## src/hw/rtl/mtt_pkg.sv

```systemverilog
package mtt_pkg;

   // Characters of the tag syntax.
   localparam logic [7:0] CH_LT    = 8'h3C;
   localparam logic [7:0] CH_SLASH = 8'h2F;
   localparam logic [7:0] CH_GT    = 8'h3E;
   localparam logic [7:0] CH_EQ    = 8'h3D;
   localparam logic [7:0] CH_QUOTE = 8'h22;
   localparam logic [7:0] CH_SPACE = 8'h20;
   localparam logic [7:0] CH_DASH  = 8'h2D;

   localparam logic [1:0] CLASS_OTHER = 2'd0;
   localparam logic [1:0] CLASS_TAG   = 2'd1;
   localparam logic [1:0] CLASS_ATTR  = 2'd2;
   localparam logic [1:0] CLASS_VALUE = 2'd3;

   localparam logic [1:0] STATUS_BUSY  = 2'd0;
   localparam logic [1:0] STATUS_OK    = 2'd1;
   localparam logic [1:0] STATUS_ERROR = 2'd2;

   typedef enum logic [8:0] {
      ST_START     = 9'b000000001,
      ST_OPEN      = 9'b000000010,
      ST_NAME      = 9'b000000100,
      ST_END_ATTR  = 9'b000001000,
      ST_ATTR_NAME = 9'b000010000,
      ST_VAL_START = 9'b000100000,
      ST_VALUE     = 9'b001000000,
      ST_DONE      = 9'b010000000,
      ST_ERROR     = 9'b100000000
   } state_type;

   typedef struct packed {
      logic [7:0] ch;
      logic       last;
   } req_payload_type;

   typedef struct packed {
      logic [7:0]  ch_out;
      logic [1:0]  token_class;
      logic        name_end;
      logic        attr_name_end;
      logic        attr_value_end;
      logic        tag_done;
      logic        closing_tag;
      logic [1:0]  status;
      logic [15:0] error_position;
   } rsp_payload_type;

   typedef struct packed {
      state_type  next_state;
      logic       closing;
      logic [1:0] token_class;
      logic       name_end;
      logic       attr_name_end;
      logic       attr_value_end;
      logic       tag_done;
   } step_type;

   function automatic logic is_name_byte(input logic [7:0] c);
      return (c >= 8'h61 && c <= 8'h7A) || (c >= 8'h30 && c <= 8'h39) || c == CH_DASH;
   endfunction

endpackage

```

## src/hw/rtl/mtt_stream_if.sv

```systemverilog
interface mtt_stream_if #(parameter type payload_type = logic);
   logic        valid;
   logic        ready;
   payload_type payload;

   modport source (output valid, output payload, input ready);
   modport sink (input valid, input payload, output ready);
endinterface

```

## src/hw/rtl/mtt_step.sv

```systemverilog
module mtt_step (
   input  mtt_pkg::state_type state,
   input  logic               closing_flag,
   input  logic [7:0]         ch,
   output mtt_pkg::step_type  step
);
   import mtt_pkg::*;

   state_type cur;
   logic      go;

   // A byte after '<' that is not '/' and a byte that ends the tag name are
   // handled again in the following state within the same transaction.
   always_comb begin
      step = '0;
      step.next_state = state;
      step.closing = closing_flag;
      step.token_class = CLASS_OTHER;
      cur = state;
      go = (state != ST_ERROR);

      if (go && cur == ST_OPEN) begin
         step.next_state = ST_NAME;
         if (ch == CH_SLASH) begin
            step.closing = 1'b1;
            go = 1'b0;
         end else begin
            cur = ST_NAME;
         end
      end

      if (go && cur == ST_NAME) begin
         if (is_name_byte(ch)) begin
            step.token_class = CLASS_TAG;
            step.next_state = ST_NAME;
            go = 1'b0;
         end else begin
            step.name_end = 1'b1;
            cur = ST_END_ATTR;
         end
      end

      if (go) begin
         unique case (cur)
            ST_START: begin
               step.next_state = (ch == CH_LT) ? ST_OPEN : ST_ERROR;
            end
            ST_END_ATTR: begin
               if (ch == CH_SPACE) begin
                  step.next_state = ST_ATTR_NAME;
               end else if (ch == CH_GT) begin
                  step.next_state = ST_DONE;
                  step.tag_done = 1'b1;
               end else begin
                  step.next_state = ST_ERROR;
               end
            end
            ST_ATTR_NAME: begin
               if (is_name_byte(ch)) begin
                  step.token_class = CLASS_ATTR;
                  step.next_state = ST_ATTR_NAME;
               end else if (ch == CH_EQ) begin
                  step.attr_name_end = 1'b1;
                  step.next_state = ST_VAL_START;
               end else begin
                  step.next_state = ST_ERROR;
               end
            end
            ST_VAL_START: begin
               step.next_state = (ch == CH_QUOTE) ? ST_VALUE : ST_ERROR;
            end
            ST_VALUE: begin
               if (ch == CH_QUOTE) begin
                  step.attr_value_end = 1'b1;
                  step.next_state = ST_END_ATTR;
               end else begin
                  step.token_class = CLASS_VALUE;
                  step.next_state = ST_VALUE;
               end
            end
            default: begin
               step.next_state = cur;
            end
         endcase
      end
   end

endmodule

```

## src/hw/rtl/markup_tag_tokenizer.sv

```systemverilog
// Markup tag tokenizer.
// The req channel carries one byte of a tag per transaction together with a
// last flag that marks the final byte of the string. The rsp channel returns
// one transaction per byte: the echoed byte, its token class, the end flags
// for tag name, attribute name, attribute value and the closing '>', the
// closing-tag flag, the string status and the position of the first error.
// A byte is registered in the input register at acceptance; its result is
// registered in the result register once that is free, raising rsp.valid.
// The block takes one byte per clock while rsp.ready is high; the
// combinational next-state logic on the parser state bounds the rate, since
// each byte depends on the state the previous byte left.
// The final byte reports ok or error and returns the parser to its start.
// Reset is synchronous and clears the parser state and both stages.
// When rsp.ready is low, the result register holds and the input register
// fills; req.ready then drops until the result is taken.
module markup_tag_tokenizer #(
   parameter longint unsigned MAX_LENGTH = 65536
) (
   input logic         clock,
   input logic         reset,
   mtt_stream_if.sink  req,
   mtt_stream_if.source rsp
);
   import mtt_pkg::*;

   localparam longint unsigned CAP_WIDE =
      (MAX_LENGTH - 64'd1 < 64'hFFFF) ? (MAX_LENGTH - 64'd1) : 64'hFFFF;
   localparam logic [15:0] IDX_CAP = CAP_WIDE[15:0];

   logic            in_valid_ff, in_valid_in;
   req_payload_type in_data_ff, in_data_in;
   logic            out_valid_ff, out_valid_in;
   rsp_payload_type out_data_ff, out_data_in;

   state_type   state_ff, state_in;
   logic        closing_ff, closing_in;
   logic [15:0] byte_index_ff, byte_index_in;
   logic [15:0] error_index_ff, error_index_in;

   step_type step;
   logic     out_free;
   logic     advance;
   logic     now_error;
   logic     new_error;

   mtt_step u_step (
      .state        (state_ff),
      .closing_flag (closing_ff),
      .ch           (in_data_ff.ch),
      .step         (step)
   );

   assign out_free  = !out_valid_ff || rsp.ready;
   assign advance   = in_valid_ff && out_free;
   assign req.ready = !in_valid_ff || out_free;

   assign now_error = (step.next_state == ST_ERROR);
   assign new_error = now_error && (state_ff != ST_ERROR);

   always_comb begin
      in_valid_in = in_valid_ff;
      in_data_in  = in_data_ff;
      if (req.valid && req.ready) begin
         in_valid_in = 1'b1;
         in_data_in  = req.payload;
      end else if (advance) begin
         in_valid_in = 1'b0;
      end
   end

   always_comb begin
      out_valid_in = out_valid_ff;
      out_data_in  = out_data_ff;
      if (advance) begin
         out_valid_in = 1'b1;
         out_data_in.ch_out         = in_data_ff.ch;
         out_data_in.token_class    = step.token_class;
         out_data_in.name_end       = step.name_end;
         out_data_in.attr_name_end  = step.attr_name_end;
         out_data_in.attr_value_end = step.attr_value_end;
         out_data_in.tag_done       = step.tag_done;
         out_data_in.closing_tag    = step.closing;
         if (!in_data_ff.last) begin
            out_data_in.status = STATUS_BUSY;
         end else if (now_error) begin
            out_data_in.status = STATUS_ERROR;
         end else begin
            out_data_in.status = STATUS_OK;
         end
         if (new_error) begin
            out_data_in.error_position = byte_index_ff;
         end else if (now_error) begin
            out_data_in.error_position = error_index_ff;
         end else begin
            out_data_in.error_position = '0;
         end
      end else if (rsp.ready) begin
         out_valid_in = 1'b0;
      end
   end

   always_comb begin
      state_in       = state_ff;
      closing_in     = closing_ff;
      byte_index_in  = byte_index_ff;
      error_index_in = error_index_ff;
      if (advance) begin
         if (in_data_ff.last) begin
            state_in       = ST_START;
            closing_in     = 1'b0;
            byte_index_in  = '0;
            error_index_in = '0;
         end else begin
            state_in   = step.next_state;
            closing_in = step.closing;
            if (byte_index_ff < IDX_CAP) begin
               byte_index_in = byte_index_ff + 16'd1;
            end
            if (new_error) begin
               error_index_in = byte_index_ff;
            end
         end
      end
   end

   always_ff @(posedge clock) begin
      if (reset) begin
         in_valid_ff    <= 1'b0;
         out_valid_ff   <= 1'b0;
         state_ff       <= ST_START;
         closing_ff     <= 1'b0;
         byte_index_ff  <= '0;
         error_index_ff <= '0;
      end else begin
         in_valid_ff    <= in_valid_in;
         out_valid_ff   <= out_valid_in;
         state_ff       <= state_in;
         closing_ff     <= closing_in;
         byte_index_ff  <= byte_index_in;
         error_index_ff <= error_index_in;
      end
   end

   always_ff @(posedge clock) begin
      in_data_ff  <= in_data_in;
      out_data_ff <= out_data_in;
   end

   assign rsp.valid   = out_valid_ff;
   assign rsp.payload = out_data_ff;

   a_error_sticky: assert property (@(posedge clock) disable iff (reset)
      state_ff == ST_ERROR && !(advance && in_data_ff.last) |=> $stable(error_index_ff)
   ) else $error("error position changed after the first error");

   a_last_restarts: assert property (@(posedge clock) disable iff (reset)
      advance && in_data_ff.last |=> state_ff == ST_START && byte_index_ff == 16'd0
   ) else $error("parser did not restart after the final byte");

   a_input_held: assert property (@(posedge clock) disable iff (reset)
      in_valid_ff && !advance |=> in_valid_ff && $stable(in_data_ff)
   ) else $error("stalled input register was overwritten");

   a_done_state: assert property (@(posedge clock) disable iff (reset)
      advance && step.tag_done && !in_data_ff.last |=> state_ff == ST_DONE
   ) else $error("closing bracket did not finish the tag");

endmodule

```

## src/flat_wrapper.sv

```systemverilog
// flat-port wrapper written by rule: the top's interface ports become plain ports
module markup_tag_tokenizer_flat import mtt_pkg::*;
#(
   parameter longint unsigned MAX_LENGTH = 65536
)
  (clock, reset, req_valid, req_payload, req_ready, rsp_valid, rsp_payload, rsp_ready);
  mtt_stream_if #(.payload_type(req_payload_type)) req_i ();
  mtt_stream_if #(.payload_type(rsp_payload_type)) rsp_i ();
  input logic clock;
  input logic reset;
  input wire logic [$bits(req_i.valid)-1:0] req_valid;
  input wire logic [$bits(req_i.payload)-1:0] req_payload;
  output wire logic [$bits(req_i.ready)-1:0] req_ready;
  output wire logic [$bits(rsp_i.valid)-1:0] rsp_valid;
  output wire logic [$bits(rsp_i.payload)-1:0] rsp_payload;
  input wire logic [$bits(rsp_i.ready)-1:0] rsp_ready;
  assign req_i.valid = req_valid;
  assign req_i.payload = req_payload;
  assign req_ready = req_i.ready;
  assign rsp_valid = rsp_i.valid;
  assign rsp_payload = rsp_i.payload;
  assign rsp_i.ready = rsp_ready;
  markup_tag_tokenizer #(.MAX_LENGTH(MAX_LENGTH)) u_core (.clock(clock), .reset(reset), .req(req_i), .rsp(rsp_i));
endmodule
```

## config.mk

```make
export PLATFORM = sky130hd
export DESIGN_NAME = markup_tag_tokenizer_flat
export DESIGN_NICKNAME = d
export VERILOG_FILES = /design/src/hw/rtl/mtt_pkg.sv /design/src/hw/rtl/mtt_stream_if.sv /design/src/hw/rtl/mtt_step.sv /design/src/hw/rtl/markup_tag_tokenizer.sv /design/src/flat_wrapper.sv
export SDC_FILE = /design/constraint.sdc
export NUM_CORES = 1
export LEC_CHECK = 0
export BUFFER_PORTS_ARGS = -buffer_cell sky130_fd_sc_hd__buf_4
export CAP_MARGIN = 20
export CELL_PAD_IN_SITES_DETAIL_PLACEMENT = 0
export CELL_PAD_IN_SITES_GLOBAL_PLACEMENT = 1
export CORE_UTILIZATION = 40
export CTS_BUF_LIST = sky130_fd_sc_hd__clkbuf_8
export DETAILED_ROUTE_END_ITERATION = 10
export HOLD_SLACK_MARGIN = 0.1
export PLACE_DENSITY = 0.82
export SLEW_MARGIN = 20
export SYNTH_ARGS = -nofsm -noshare
export SYNTH_HDL_FRONTEND = slang
export SYNTH_HIERARCHICAL = 1
export SYNTH_SLANG_ARGS = --single-unit
```

## constraint.sdc

```tcl
create_clock -name clock -period 3.5 [get_ports clock]
set_input_delay 0.35 -clock clock [delete_from_list [all_inputs] [get_ports clock]]
set_output_delay 0.35 -clock clock [all_outputs]
set_load 0.02 [all_outputs]
```

==> impl_metrics.yaml <==
synthesis:
  main_combinational_cell_family_by_area_after_synthesis: "simple AND/OR/NAND/NOR gates"
  synth_enable_flop_cells: 42
  synth_top_flop_cell: "sky130_fd_sc_hd__dfxtp_1"
  ys_seq_elements: 86
  synthCells: 442
  synth-adder-area-share_pct: 0.2896
  post_synthesis_net_count: 456
  synth_unique_cells: 67
  synth.cell_area_sq_um: 4320
  yosysSeqAreaShare_pct: 49.58
  post_synth_and_or_nand_nor_area_fraction_pct: 24.09
  synth_xor_area_share_pct: 0.2027
  synthesis.yosys.warnings: 6
  syn_area_per_cell_sq_um: 9.775
  synth_compound_area_share_pct: 14.45
  synth.mux.area_fraction_pct: 7.646
  synth_async_sr_flop_share_pct: 0
cts:
  cts.hold.buffers_added: 0
  root_buffer: "sky130_fd_sc_hd__clkbuf_8"
  cts.sink_count: 86
  tritoncts: "done"
  clock_insertion_delay_worst_skew_ns: 0.35
  max-clock-path-buffers: 2
  cts-htree-levels: 3
  numCtsBuffers: 9
  clk_pin_slew_ns: 0.08
timing:
  final_min_period_over_clock_period_pct: 92.29
  max_slew_margin_pct: 42.19
  final_max_slew_viol_count: 0
  finalSetupViolCount: 0
  fin_hold_ws_ns: 0.1689
  timing.final.crit_period_ns: 3.230
  peak_freq_mhz: 309.6
  setup_repair_after_global_routing_missed_its_margin: "no"
  timing.setup.tns_ns: 0
  worst_slew_pin_slew_ns: 0.8640
  report.final.hold_viol_count: 0
  skew_ns: 0.005506
route:
  via_per_inst: 5.780
  detailroute.via_count: 3676
  wl_met2_um: 4498
  topRoutingLayerUsed: "met4"
  wl_met3_um: 524
  m1WireLength_um: 5037
  route.antenna.remaining_nets: 0
  detail_route.drc_violations: 0
  violation_count_after_the_first_detailed_route_iteration: 266
  dr.pass1.iters: 5
  wl_per_cell_um: 16.12
  drt-total-wl_um: 10260
floorplanning:
  die_w_um: 105.9
  design.die.area_sq_um: 11220
  start_util_pct: 41.48
  fp.coreArea_sq_um: 10420
  chipHeight_um: 105.9
  num_io_pins: 48
  num_rows: 37
setup_path:
  end_kind: "flop"
  critical_path_class: "flop to flop"
  crit_path_max_fanout: 16
  worstPathArrival_ns: 3.48
  startpoint_type: "flop"
  cp_data_required_time_ns: 3.74
cells_and_area:
  leading_cell_types_in_the_layout_fill_and_taps_excluded: "66 x sky130_fd_sc_hd__buf_4, 61 x sky130_fd_sc_hd__nand2_1, 44 x sky130_fd_sc_hd__dfxtp_1"
  antenna_cells_inserted: 0
  syn2layout_area_growth_pct: 17.93
  design.final.nets: 509
  postLayoutCellArea_sq_um: 5095
  share_of_final_layout_standard_cells_stronger_than_drive_strength_1_pct: 20.20
  final_core_util_pct: 48.91
  final_cell_count_no_fill: 636
  mostFrequentLayoutCell: "sky130_fd_sc_hd__buf_4"
grt:
  antenna_violations_before_repair: 0
  grt_pass1_wl_um: 16610
  groute.usage.overall_pct: 18.82
  first_global_vias: 3316
  pin_count_of_the_biggest_net_entering_global_routing: 30
  globalRoute.totalOverflow: 0
power:
  leakage_nw: 1.980
  power.ir.vdd_worst_mv: 0.1570
  p_per_area_nw_per_um2: 391.6
status:
  outcome: "finished, final reports clean"
place:
  gp_congestion: 0.8572
  dpl.cell_count: 620
  hpwl_um: 7143
  port-buffer-count: 47
  placed_area_sq_um: 4897
flow_run:
  maxCapViolCount: 0
hold_path:
  hold_path.class: "primary input to flop"
[registers in the layout (all words and copies together), names as in the netlist]
| signal | flops |
|---|---|
| u_core/byte_index_ff | 16 |
| u_core/closing_ff | 1 |
| u_core/error_index_ff | 16 |
| u_core/in_data_ff | 9 |
| u_core/in_valid_ff | 1 |
| u_core/rsp.payload | 33 |
| u_core/rsp.valid | 1 |
| u_core/state_ff | 9 |
[cells by family after synthesis]
| group | count (synthesis) |
|---|---|
| compound gates | 85 |
| flops | 86 |
| xor+xnor | 1 |
| buf+inv | 39 |
| mux | 33 |
| simple gates | 197 |
| fa+ha+maj | 1 |
[cells in the mapped netlist (2+ instances only)]
cell type                   instances  area (sq um)
sky130_fd_sc_hd__or3_1              4         25.02
sky130_fd_sc_hd__nand3_2            2         20.02
sky130_fd_sc_hd__a2111oi_0          4         35.03
sky130_fd_sc_hd__nor3_4             2         32.53
sky130_fd_sc_hd__buf_2              6         30.03
sky130_fd_sc_hd__nand3b_1           3         22.52
sky130_fd_sc_hd__clkbuf_1          15         56.30
sky130_fd_sc_hd__o221a_1            4         45.04
sky130_fd_sc_hd__a221oi_1           2         17.52
sky130_fd_sc_hd__nand4_1           10         62.56
sky130_fd_sc_hd__a211oi_1           3         22.52
sky130_fd_sc_hd__nand4b_1           2         17.52
sky130_fd_sc_hd__o21ai_0           15         75.07
sky130_fd_sc_hd__and4_1             3         26.28
sky130_fd_sc_hd__a41oi_1            2         17.52
sky130_fd_sc_hd__o2111ai_1          2         17.52
sky130_fd_sc_hd__o41ai_1            2         17.52
sky130_fd_sc_hd__a21oi_1           14         70.07
sky130_fd_sc_hd__nor3_1             7         35.03
sky130_fd_sc_hd__nor2_1            40         150.1
sky130_fd_sc_hd__nand2_1           61         229.0
sky130_fd_sc_hd__or4_4              2         22.52
sky130_fd_sc_hd__nor2b_1            7         43.79
sky130_fd_sc_hd__dfxtp_1           44         880.8
sky130_fd_sc_hd__mux2i_1           33         330.3
sky130_fd_sc_hd__and3_1             4         25.02
sky130_fd_sc_hd__buf_1              3         11.26
sky130_fd_sc_hd__nand3_1           26         130.1
sky130_fd_sc_hd__a31oi_1            5         31.28
sky130_fd_sc_hd__o21ai_1            3         15.01
sky130_fd_sc_hd__or4_1              6         45.04
sky130_fd_sc_hd__o211ai_1           5         37.54
sky130_fd_sc_hd__a21o_1             3         22.52
sky130_fd_sc_hd__nor4_1             5         31.28
sky130_fd_sc_hd__inv_2              2         7.510
sky130_fd_sc_hd__edfxtp_1          42          1261
sky130_fd_sc_hd__inv_1             12         45.04
sky130_fd_sc_hd__a32oi_1            5         43.79
sky130_fd_sc_hd__nand2b_1           4         25.02
[critical path, cell delays in order (launching register included)]
cell,delay (ns)
sky130_fd_sc_hd__edfxtp_1,0.45
sky130_fd_sc_hd__nor3_1,0.41
sky130_fd_sc_hd__a211o_1,0.22
sky130_fd_sc_hd__nor2_1,0.05
sky130_fd_sc_hd__o41ai_2,0.43
sky130_fd_sc_hd__o22a_1,0.18
sky130_fd_sc_hd__a2bb2oi_1,0.19
sky130_fd_sc_hd__or4b_4,0.50
sky130_fd_sc_hd__nor3_4,0.20
sky130_fd_sc_hd__a41oi_4,0.16
sky130_fd_sc_hd__buf_12,0.21
sky130_fd_sc_hd__mux2i_1,0.12
[timing repair]
item,4_1_cts,5_1_grt
endpoints found under the setup margin,0,24
setup buffers,0,0
resized for setup,0,1
endpoints found under the hold margin,0,0
[final cells by class]
class,count,area (sq um)
Tap cell,136,170.2
Inverter,14,52.55
Multi-Input combinational cell,317,2024
Clock inverter,7,66.31
Sequential cell,86,2142
Clock buffer,9,123.9
Fill cell,993,5321
Timing Repair Buffer,67,515.5
[worst paths after layout]
kind / startpoint / end / slack, ns / cells after the start
min: req_payload[1] / u_core/in_data_ff[1] / 0.17 / 1
min reg2reg: u_core/closing_ff / u_core/closing_ff / 0.46 / 2
max: u_core/in_data_ff[3] / u_core/error_index_ff[8] / 0.27 / 11
max reg2reg: u_core/in_data_ff[3] / u_core/error_index_ff[8] / 0.27 / 11
[metal layers]
layer | GRT usage (%) | up-vias
li1 | - | 1768
met1 | 27.77 | 1757
met2 | 27.22 | 136
met3 | 2.514 | 15
met4 | 8.730 | 0
met5 | 0 | -
[through the flow]
step                setup WS [ns]  power (mW)
global route              0.04990       2.071
finish                     0.2699       1.995
CTS                        0.1741       2.011
global placement           0.3518       1.334
floorplan                  0.4799       1.253
detailed placement         0.1863       1.338
[power by group]
group          leakage [nW]  internal (mW)  switching, mW
Sequential            0.751           1.08         0.0144
Combinational          1.12         0.0824          0.136
Clock                 0.104          0.326          0.354
Total                  1.98           1.49          0.504
Note: power is estimated with default switching activity, not from simulation.
